`src/rtl/srcp_pkg.sv`:
```
// Shared types, widths and codes for the step result cache policy block.
// No dependencies; every other file of the block but srcp_ram imports this package.
`default_nettype none

package srcp_pkg;

	localparam int SLOT_COUNT = 8;
	localparam int STEP_WIDTH = 32;
	localparam int SLOT_W     = $clog2(SLOT_COUNT);
	localparam int CNT_W      = $clog2(SLOT_COUNT + 1);
	localparam int ENTRY_W    = STEP_WIDTH + 1;

	// Configuration port
	localparam int CFG_INDEX_W = 2;
	localparam int CFG_DATA_W  = 4;

	typedef logic [STEP_WIDTH-1:0]  step_t;
	typedef logic [SLOT_W-1:0]      slot_idx_t;
	typedef logic [CNT_W-1:0]       slot_cnt_t;
	typedef logic [1:0]             action_t;
	typedef logic [CFG_INDEX_W-1:0] cfg_index_t;
	typedef logic [CFG_DATA_W-1:0]  cfg_data_t;

	// Register indexes
	localparam cfg_index_t CFG_ENTRIES_IN_USE = 2'd0;
	localparam cfg_index_t CFG_STATIC_MODE    = 2'd1;

	// Action codes; the unused code behaves as a query
	localparam action_t ACT_SELECT = 2'd0;
	localparam action_t ACT_MARK   = 2'd1;
	localparam action_t ACT_QUERY  = 2'd2;

	localparam slot_cnt_t ENTRIES_RESET = slot_cnt_t'(SLOT_COUNT);

	// One slot as stored in memory
	typedef struct packed {
		logic  fresh;
		step_t tag;
	} slot_t;

	typedef struct packed {
		action_t action;
		step_t   step_number;
		logic    mark_value;
	} item_t;

	typedef struct packed {
		slot_idx_t current_slot;
		step_t     current_step;
		logic      is_current_valid;
		logic      step_hit;
	} result_t;

	// Requests from the sequencer to the slot store
	typedef struct packed {
		logic      rd_en;
		slot_idx_t rd_addr;
		logic      wr_en;
		slot_idx_t wr_addr;
		slot_t     wr_data;
	} store_req_t;

endpackage

`default_nettype wire

```
`src/rtl/srcp_if.sv`:
```
// Valid/ready channel interfaces: step input, result output, config write.
// Depends on srcp_pkg for payload types.
`default_nettype none

interface srcp_step_in_if;
	import srcp_pkg::*;
	logic    valid;
	logic    ready;
	action_t action;
	step_t   step_number;
	logic    mark_value;

	modport source (output valid, output action, output step_number, output mark_value,
		input ready);
	modport sink (input valid, input action, input step_number, input mark_value,
		output ready);
endinterface

interface srcp_step_out_if;
	import srcp_pkg::*;
	logic      valid;
	logic      ready;
	slot_idx_t current_slot;
	step_t     current_step;
	logic      is_current_valid;
	logic      step_hit;

	modport source (output valid, output current_slot, output current_step,
		output is_current_valid, output step_hit, input ready);
	modport sink (input valid, input current_slot, input current_step,
		input is_current_valid, input step_hit, output ready);
endinterface

interface srcp_cfg_if;
	import srcp_pkg::*;
	logic       valid;
	logic       ready;
	cfg_index_t index;
	cfg_data_t  data;

	modport source (output valid, output index, output data, input ready);
	modport sink (input valid, input index, input data, output ready);
endinterface

`default_nettype wire

```
`src/rtl/srcp_ram.sv`:
```
// Generic simple dual-port RAM: one write port, one registered read port.
// Stand-alone; no package dependency.
`default_nettype none

module srcp_ram #(
	parameter int WIDTH = 8,
	parameter int DEPTH = 8,
	parameter int ADDR_W = (DEPTH > 1) ? $clog2(DEPTH) : 1
) (
	input  wire logic              clk,
	input  wire logic              we,
	input  wire logic [ADDR_W-1:0] waddr,
	input  wire logic [WIDTH-1:0]  wdata,
	input  wire logic              re,
	input  wire logic [ADDR_W-1:0] raddr,
	output logic      [WIDTH-1:0]  rdata
);

	logic [WIDTH-1:0] mem [DEPTH];

	// Write and registered read
	always_ff @(posedge clk) begin
		if (we) begin
			mem[waddr] <= wdata;
		end
		if (re) begin
			rdata <= mem[raddr];
		end
	end

endmodule

`default_nettype wire

```
`src/rtl/srcp_store.sv`:
```
// Slot store: tag/mark RAM plus per-slot valid bits so unwritten slots read as zero.
// Depends on srcp_pkg and srcp_ram.
`default_nettype none

module srcp_store (
	input  wire logic                   clk,
	input  wire logic                   arst_n,
	input  wire srcp_pkg::store_req_t   req,
	output srcp_pkg::slot_t             rd_data
);
	import srcp_pkg::*;

	logic [SLOT_COUNT-1:0] valid_q;
	logic                  rd_valid_s1;
	logic [ENTRY_W-1:0]    ram_rdata;

	srcp_ram #(
		.WIDTH (ENTRY_W),
		.DEPTH (SLOT_COUNT)
	) u_ram (
		.clk   (clk),
		.we    (req.wr_en),
		.waddr (req.wr_addr),
		.wdata (req.wr_data),
		.re    (req.rd_en),
		.raddr (req.rd_addr),
		.rdata (ram_rdata)
	);

	// Track written slots; sample the valid bit alongside the RAM read
	always_ff @(posedge clk or negedge arst_n) begin
		if (!arst_n) begin
			valid_q     <= '0;
			rd_valid_s1 <= 1'b0;
		end else begin
			if (req.wr_en) begin
				valid_q[req.wr_addr] <= 1'b1;
			end
			if (req.rd_en) begin
				rd_valid_s1 <= valid_q[req.rd_addr];
			end
		end
	end

	// Unwritten slots read as the reset value
	assign rd_data = rd_valid_s1 ? slot_t'(ram_rdata) : '0;

endmodule

`default_nettype wire

```
`src/rtl/srcp_ctrl.sv`:
```
// Sequencer: current-slot check, slot scan with farthest-tag victim, write-back, result register.
// Depends on srcp_pkg; drives srcp_store through a store_req_t.
`default_nettype none

module srcp_ctrl (
	input  wire logic                  clk,
	input  wire logic                  arst_n,
	input  wire logic                  in_valid,
	output logic                       in_ready,
	input  wire srcp_pkg::item_t       in_item,
	output logic                       out_valid,
	input  wire logic                  out_ready,
	output srcp_pkg::result_t          out_item,
	input  wire srcp_pkg::slot_idx_t   last_idx,
	input  wire logic                  single_slot,
	input  wire logic                  static_mode,
	output srcp_pkg::store_req_t       req,
	input  wire srcp_pkg::slot_t       rd_data
);
	import srcp_pkg::*;

	typedef enum logic [1:0] {
		S_IDLE,
		S_CUR,
		S_SCAN,
		S_DONE
	} state_t;

	state_t    state_q;
	item_t     item_q;
	slot_idx_t ptr_q;
	slot_idx_t idx_q;
	step_t     far_q;
	slot_idx_t victim_q;
	result_t   res_q;

	logic      tag_match;
	step_t     tag_dist;
	logic      farther;
	slot_idx_t victim_nx;
	logic      scan_last;
	logic      start_scan;
	logic      load_out;
	result_t   cur_res;

	// Compare and distance on the slot just read
	always_comb begin
		tag_match = (rd_data.tag == item_q.step_number);
		if (rd_data.tag >= item_q.step_number) begin
			tag_dist = rd_data.tag - item_q.step_number;
		end else begin
			tag_dist = item_q.step_number - rd_data.tag;
		end
		farther   = (tag_dist > far_q);
		victim_nx = farther ? idx_q : victim_q;
		scan_last = (idx_q == last_idx);
	end

	// Result of an item that ends at the current-slot check
	always_comb begin
		cur_res = '{current_slot: ptr_q, current_step: rd_data.tag,
			is_current_valid: rd_data.fresh, step_hit: 1'b0};
		case (item_q.action)
			ACT_MARK: begin
				cur_res.is_current_valid = item_q.mark_value;
			end
			ACT_SELECT: begin
				if (tag_match) begin
					cur_res.step_hit = 1'b1;
				end else if (single_slot) begin
					cur_res.current_step     = item_q.step_number;
					cur_res.is_current_valid = static_mode & rd_data.fresh;
				end
			end
			default: begin
				cur_res.step_hit = 1'b0;
			end
		endcase
		start_scan = (item_q.action == ACT_SELECT) && !tag_match && !single_slot;
	end

	assign in_ready = (state_q == S_IDLE);
	assign load_out = (state_q == S_DONE) && (!out_valid || out_ready);

	// Store reads and write-backs
	always_comb begin
		req = '0;
		case (state_q)
			S_IDLE: begin
				req.rd_en   = in_valid;
				req.rd_addr = ptr_q;
			end
			S_CUR: begin
				req.wr_addr = ptr_q;
				if (item_q.action == ACT_MARK) begin
					req.wr_en   = 1'b1;
					req.wr_data = '{fresh: item_q.mark_value, tag: rd_data.tag};
				end else if (item_q.action == ACT_SELECT && !tag_match) begin
					if (single_slot) begin
						req.wr_en   = 1'b1;
						req.wr_data = '{fresh: static_mode & rd_data.fresh,
							tag: item_q.step_number};
					end else begin
						req.rd_en   = 1'b1;
						req.rd_addr = '0;
					end
				end
			end
			S_SCAN: begin
				if (!tag_match) begin
					if (scan_last) begin
						req.wr_en   = 1'b1;
						req.wr_addr = victim_nx;
						req.wr_data = '{fresh: 1'b0, tag: item_q.step_number};
					end else begin
						req.rd_en   = 1'b1;
						req.rd_addr = idx_q + slot_idx_t'(1);
					end
				end
			end
			default: begin
				req = '0;
			end
		endcase
	end

	// Sequencer state, pointer and output register
	always_ff @(posedge clk or negedge arst_n) begin
		if (!arst_n) begin
			state_q   <= S_IDLE;
			ptr_q     <= '0;
			out_valid <= 1'b0;
			out_item  <= '0;
			item_q    <= '0;
			res_q     <= '0;
			idx_q     <= '0;
			far_q     <= '0;
			victim_q  <= '0;
		end else begin
			// Load a finished result, or drop valid once it transfers
			if (load_out) begin
				out_item  <= res_q;
				out_valid <= 1'b1;
			end else if (out_ready) begin
				out_valid <= 1'b0;
			end
			case (state_q)
				S_IDLE: begin
					if (in_valid) begin
						item_q  <= in_item;
						state_q <= S_CUR;
					end
				end
				S_CUR: begin
					res_q <= cur_res;
					if (start_scan) begin
						idx_q    <= '0;
						far_q    <= '0;
						victim_q <= '0;
						state_q  <= S_SCAN;
					end else begin
						state_q <= S_DONE;
					end
				end
				S_SCAN: begin
					if (tag_match) begin
						ptr_q   <= idx_q;
						res_q   <= '{current_slot: idx_q, current_step: rd_data.tag,
							is_current_valid: rd_data.fresh, step_hit: 1'b1};
						state_q <= S_DONE;
					end else if (scan_last) begin
						ptr_q   <= victim_nx;
						res_q   <= '{current_slot: victim_nx, current_step: item_q.step_number,
							is_current_valid: 1'b0, step_hit: 1'b0};
						state_q <= S_DONE;
					end else begin
						if (farther) begin
							far_q <= tag_dist;
						end
						victim_q <= victim_nx;
						idx_q    <= idx_q + slot_idx_t'(1);
					end
				end
				S_DONE: begin
					// Hold until the output register is free
					if (load_out) begin
						state_q <= S_IDLE;
					end
				end
				default: begin
					state_q <= S_IDLE;
				end
			endcase
		end
	end

endmodule

`default_nettype wire

```
`src/rtl/step_result_cache_policy_core.sv`:
```
// Top level of the step result cache policy block: config registers, sequencer, slot store.
// Depends on srcp_pkg, the srcp interfaces, srcp_store and srcp_ctrl.
//
// Usage:
//   step_in  - valid/ready channel carrying action, step_number and mark_value.
//   step_out - valid/ready channel returning one result per item: current_slot,
//              current_step, is_current_valid and step_hit.
//   cfg      - valid/ready write channel; index 0 is entries_in_use, index 1 is
//              static_mode. Always ready; write only while no item is in flight.
// Timing:
//   Mark, query, current-slot hit and single-slot retag are settled at the current-slot
//   check and pass through the result register to the output register. A select that
//   misses the current slot scans the slots in use one RAM read per cycle. One item
//   is worked on at a time; the next item is taken the cycle after the result is loaded.
// Reset:
//   Tags and marks read as zero, the pointer is slot 0, entries_in_use is 8 and
//   static_mode is 0. Per-slot valid bits clear at once; no clearing pass.
// Stall:
//   A stalled step_out holds its result; the block still accepts one more item
//   and parks its finished result until the output register frees up.
`default_nettype none

module step_result_cache_policy_core (
	input  wire logic  clk,
	input  wire logic  arst_n,
	srcp_step_in_if.sink    step_in,
	srcp_step_out_if.source step_out,
	srcp_cfg_if.sink        cfg
);
	import srcp_pkg::*;

	slot_cnt_t  entries_in_use_q;
	logic       static_mode_q;
	slot_cnt_t  slots_active;
	slot_idx_t  last_idx;
	logic       single_slot;
	item_t      in_item;
	result_t    out_item;
	store_req_t req;
	slot_t      rd_data;

	// Configuration registers
	assign cfg.ready = 1'b1;

	always_ff @(posedge clk or negedge arst_n) begin
		if (!arst_n) begin
			entries_in_use_q <= ENTRIES_RESET;
			static_mode_q    <= 1'b0;
		end else if (cfg.valid) begin
			case (cfg.index)
				CFG_ENTRIES_IN_USE: entries_in_use_q <= slot_cnt_t'(cfg.data);
				CFG_STATIC_MODE:    static_mode_q    <= cfg.data[0];
				default:            static_mode_q    <= static_mode_q;
			endcase
		end
	end

	// Clamp the slot count; static mode forces one slot
	always_comb begin
		if (static_mode_q || entries_in_use_q == '0) begin
			slots_active = slot_cnt_t'(1);
		end else if (entries_in_use_q > slot_cnt_t'(SLOT_COUNT)) begin
			slots_active = slot_cnt_t'(SLOT_COUNT);
		end else begin
			slots_active = entries_in_use_q;
		end
		last_idx    = SLOT_W'(slots_active - slot_cnt_t'(1));
		single_slot = (slots_active == slot_cnt_t'(1));
	end

	assign in_item = '{action: step_in.action, step_number: step_in.step_number,
		mark_value: step_in.mark_value};

	assign step_out.current_slot     = out_item.current_slot;
	assign step_out.current_step     = out_item.current_step;
	assign step_out.is_current_valid = out_item.is_current_valid;
	assign step_out.step_hit         = out_item.step_hit;

	srcp_ctrl u_ctrl (
		.clk         (clk),
		.arst_n      (arst_n),
		.in_valid    (step_in.valid),
		.in_ready    (step_in.ready),
		.in_item     (in_item),
		.out_valid   (step_out.valid),
		.out_ready   (step_out.ready),
		.out_item    (out_item),
		.last_idx    (last_idx),
		.single_slot (single_slot),
		.static_mode (static_mode_q),
		.req         (req),
		.rd_data     (rd_data)
	);

	srcp_store u_store (
		.clk     (clk),
		.arst_n  (arst_n),
		.req     (req),
		.rd_data (rd_data)
	);

	// One item at a time: a transfer closes the input until the result is loaded
	a_one_in_flight: assert property (@(posedge clk) disable iff (!arst_n)
		(step_in.valid && step_in.ready) |=> !step_in.ready)
		else $error("input accepted while an item is in flight");

	// Write-backs only happen while an item is being worked on
	a_write_busy: assert property (@(posedge clk) disable iff (!arst_n)
		req.wr_en |-> !step_in.ready)
		else $error("slot store written while idle");

	// A cycle either reads or writes the store, never both
	a_rd_wr_excl: assert property (@(posedge clk) disable iff (!arst_n)
		!(req.wr_en && req.rd_en))
		else $error("slot store read and write in the same cycle");

endmodule

`default_nettype wire

```
`src/flat_wrapper.sv`:
```
// flat-port wrapper written by rule: the top's interface ports become plain ports
module step_result_cache_policy_core_flat import srcp_pkg::*;
  (clk, arst_n, step_in_valid, step_in_action, step_in_step_number, step_in_mark_value, step_in_ready, step_out_valid, step_out_current_slot, step_out_current_step, step_out_is_current_valid, step_out_step_hit, step_out_ready, cfg_valid, cfg_index, cfg_data, cfg_ready);
  srcp_step_in_if step_in_i ();
  srcp_step_out_if step_out_i ();
  srcp_cfg_if cfg_i ();
  input  wire logic clk;
  input  wire logic arst_n;
  input wire logic [$bits(step_in_i.valid)-1:0] step_in_valid;
  input wire logic [$bits(step_in_i.action)-1:0] step_in_action;
  input wire logic [$bits(step_in_i.step_number)-1:0] step_in_step_number;
  input wire logic [$bits(step_in_i.mark_value)-1:0] step_in_mark_value;
  output wire logic [$bits(step_in_i.ready)-1:0] step_in_ready;
  output wire logic [$bits(step_out_i.valid)-1:0] step_out_valid;
  output wire logic [$bits(step_out_i.current_slot)-1:0] step_out_current_slot;
  output wire logic [$bits(step_out_i.current_step)-1:0] step_out_current_step;
  output wire logic [$bits(step_out_i.is_current_valid)-1:0] step_out_is_current_valid;
  output wire logic [$bits(step_out_i.step_hit)-1:0] step_out_step_hit;
  input wire logic [$bits(step_out_i.ready)-1:0] step_out_ready;
  input wire logic [$bits(cfg_i.valid)-1:0] cfg_valid;
  input wire logic [$bits(cfg_i.index)-1:0] cfg_index;
  input wire logic [$bits(cfg_i.data)-1:0] cfg_data;
  output wire logic [$bits(cfg_i.ready)-1:0] cfg_ready;
  assign step_in_i.valid = step_in_valid;
  assign step_in_i.action = step_in_action;
  assign step_in_i.step_number = step_in_step_number;
  assign step_in_i.mark_value = step_in_mark_value;
  assign step_in_ready = step_in_i.ready;
  assign step_out_valid = step_out_i.valid;
  assign step_out_current_slot = step_out_i.current_slot;
  assign step_out_current_step = step_out_i.current_step;
  assign step_out_is_current_valid = step_out_i.is_current_valid;
  assign step_out_step_hit = step_out_i.step_hit;
  assign step_out_i.ready = step_out_ready;
  assign cfg_i.valid = cfg_valid;
  assign cfg_i.index = cfg_index;
  assign cfg_i.data = cfg_data;
  assign cfg_ready = cfg_i.ready;
  step_result_cache_policy_core u_core (.clk(clk), .arst_n(arst_n), .step_in(step_in_i), .step_out(step_out_i), .cfg(cfg_i));
endmodule
```
`config.mk`:
```
export PLATFORM = sky130hd
export DESIGN_NAME = step_result_cache_policy_core_flat
export DESIGN_NICKNAME = d
export VERILOG_FILES = /design/src/rtl/srcp_pkg.sv /design/src/rtl/srcp_if.sv /design/src/rtl/srcp_ram.sv /design/src/rtl/srcp_store.sv /design/src/rtl/srcp_ctrl.sv /design/src/rtl/step_result_cache_policy_core.sv /design/src/flat_wrapper.sv
export SDC_FILE = /design/constraint.sdc
export NUM_CORES = 1
export LEC_CHECK = 0
export BUFFER_PORTS_ARGS = -buffer_cell sky130_fd_sc_hd__clkbuf_2
export CAP_MARGIN = 20
export CORE_UTILIZATION = 50
export CTS_CLUSTER_DIAMETER = 200
export DETAILED_ROUTE_END_ITERATION = 10
export PLACE_DENSITY = 0.67
export SYNTH_ARGS = -nofsm -noshare
export SYNTH_HDL_FRONTEND = slang
export SYNTH_SLANG_ARGS = --single-unit
```
`constraint.sdc`:
```
create_clock -name clk -period 12.25 [get_ports clk]
set_input_delay 0.6125 -clock clk [delete_from_list [all_inputs] [get_ports clk]]
set_output_delay 0.6125 -clock clk [all_outputs]
set_load 0.01 [all_outputs]
```
==> metrics.cfg <==
[outcome]
status = finished, final reports clean

[yosys]
synth_top_cell_by_area = edfxtp_1
async_flop_share_pct = 35.99
yosys_most_used_dff = edfxtp_1
seq_area_frac_synth_pct = 55.51
syn_area_per_cell_um2 = 11.54
synthAdderAreaFrac_pct = 5.440
ys_types = 86
synth_edf_count = 297
synth_seq_cells = 464
yosysMostFrequentCell = edfxtp_1
synthXorXnorAreaFrac_pct = 1.299
muxShareOfSynthArea_pct = 7.487
yosys.area_share.simple_pct = 9.184
yosys-top-cells-area = edfxtp_1 (38%), dfrtp_1 (18%), ha_1 (5.4%)
yosys_warnings = 0
yosys-top-cells-count = edfxtp_1 (297), nand2_1 (202), dfrtp_1 (166)
synth-compound-area-share_pct = 16.68
synth_cells = 2045
synth_top_family_by_area = compound AO/OA/AOI/OAI gates
yosys.area.top_type_share_pct = 37.80
syn_nets = 2193
netlist_area_mm2 = 0.02360

[global_routing]
antenna_found_initial = 0
grt_pass1_wl_mm = 96.61
grt_max_degree = 100
track_usage_pct = 26.50
overflow = 0
grt_pass1_vias = 16130

[floorplan]
die_area_mm2 = 0.04807
die_w_um = 219.2
dieHeight_um = 219.2
fp-row-count = 79
initial_utilization_pct = 50.68
pin_count = 86
core_area_mm2 = 0.04656

[sta]
min_period_over_period_pct = 70.36
slew_headroom_pct = 28.45
hold_slack_ns = 0.09153
worst_pin_slew_ns = 1.071
setup_viol = 0
fmax_mhz = 116.0
fin_setup_tns_ns = 0
hold_viol = 0
report.final.slew_viol_count = 0
fin_crit_ns = 8.619
rsz0062_at_grt = no
skew_ns = 0.05283

[placed_design]
place.gp.congestion = 0.9439
dp_hpwl_mm = 44.32
placedCellCount = 2636
io_buffers = 84

[routing]
vias = 16680
routed_wl_mm = 63.23
firstDrtPassIters = 5
wl_per_cell_um = 23.14
drtAntennaViolNets = 0
avgViaCountPerCell = 6.102
drc = 0
drt-initial-drc-count = 1511

[worst_setup_path]
r2r_slack_ns = 3.63
path_max_fanout = 34
cpMaxStageDelayCell = nor2_4
critPathBufInv = 3
reg2reg_from = u_core.u_store.rd_valid_s1
start_kind = register
startpoint = u_core.u_store.rd_valid_s1
crit_arrival_ns = 8.84
required_ns = 12.48
crit_end = u_core.u_store.u_ram.mem[3][10]
cp_top_family = simple AND/OR/NAND/NOR gates
worst-path-stages = 23
r2r-end = u_core.u_store.u_ram.mem[3][10]
end_kind = register
slowest_delay_ns = 0.94
cp_cell_sequence = buf_4 -> nand2_1 -> inv_1 -> ha_1 -> a21oi_1 -> o21ai_0 -> a22oi_1 -> nand3_2 -> nor3_4 -> buf_4 -> mux2i_1 -> a21oi_2 -> o31ai_1 -> xor2_1 -> ha_1 -> nand4_1 -> nor3_1 -> a22oi_1 -> a31oi_1 -> nor2_1 -> o211ai_1 -> o2111ai_1 -> nor2_4
r2r_cells = 23
path_class = reg -> reg

[layout]
synthToLayoutAreaGrowth_pct = 11.39
antennaDiodeCount = 0
fin_nets = 2234
drive_gt1_share_pct = 15.33
fin_util_pct = 56.46
layout.cells.non_filler = 2733

[cts]
cts_tree = built
ctsResizeCount = 0
hold_buffers = 0
cts_sinks = 464
numCtsBuffers = 48
postCtsSetupBuffers = 0
clockBufferDepth = 3
clk_latency_ns = 0.63
htree_levels = 2
clk_pin_slew_worst_paths_ns = 0.06
root_buffer = clkbuf_16

[worst_hold_path]
min_path_type = in -> async

[flow_run]
drv_cap = 0

sequential cells by signal, indices dropped and copies added (netlist names), 2 cells and up:
name / count
u_core.u_ctrl.idx_q: 3
u_core.u_ctrl.victim_q: 3
u_core.u_ctrl.far_q: 32
u_core.u_ctrl.res_q: 37
u_core.u_ctrl.out_item: 37
u_core.u_store.u_ram.mem: 264
u_core.u_ctrl.ptr_q: 3
u_core.u_store.u_ram.rdata: 33
u_core.u_ctrl.state_q: 2
u_core.u_ctrl.item_q: 35
u_core.entries_in_use_q: 4
u_core.u_store.valid_q: 8
layer usage:
metal  global-route usage [%]  part of all wire [%]
met1                    40.29                    46
met2                    39.14                    44
met3                    4.075                   7.1
met4                    7.338                   2.3
met5                        0                     0
worst min path at each step:
stage | startpoint | to | slack, ns | cells past startpoint
final | arst_n | u_core.u_store.valid_q[0] | 0.09 | 1
after global routing | arst_n | u_core.u_ctrl.out_item[9] | 0.16 | 1
after CTS | arst_n | u_core.u_store.valid_q[0] | 0.12 | 1
after detailed placement | u_core.u_store.valid_q[1] | u_core.u_store.valid_q[1] | 0.45 | 1
after global placement | u_core.u_store.valid_q[0] | u_core.u_store.valid_q[0] | 0.44 | 1
after floorplan | arst_n | u_core.entries_in_use_q[0] | 0.32 | 0
metrics by stage:
stage | instance area [µm²] | setup slack (ns)
detailed placement | 24510 | 3.767
global placement | 24510 | 4.011
CTS | 26130 | 3.749
global route | 26280 | 3.141
floorplan | 23600 | 4.760
finish | 26280 | 3.631
cell families after synthesis:
family	after synthesis
xor+xnor	35
buf+inv	244
compound gates	580
simple gates	453
fa+ha+maj	102
other cells	1
flops	464
mux	166
layout by cell type, fill, tap and decap left out, drive strengths merged, types with 12 or more instances in the layout:
cell    synthesis  layout
o21bai         20      20
clkbuf         59     148
o221ai         34      34
xnor2          22      22
or2            12      12
nor3           20      20
nand4          27      27
nor2           86      86
nand2         202     202
nor2b          41      41
o211ai         13      13
a22o           48      48
buf            64      30
edfxtp        297     297
a311oi         33      33
nand3          21      21
clkinv          1      17
ha            101     101
mux2i          82      82
dfrtp         166     166
inv           120     121
xor2           13      13
o21ai         140     140
a21oi         135     135
mux2           84      84
a211oi         40      40
a22oi          35      35
a21o           15      15
layout make-up:
type	instances	area, µm²
fill	3825	20270
sequential	464	13100
multi-input combinational	1337	9595
clock buffer	64	1321
tap	607	759.5
timing repair buffer	114	749.5
inverter	121	454.2
clock inverter	26	305.3
Power is not shown: default switching activity piles up to over one toggle a cycle in this logic, so the estimate is an artifact.
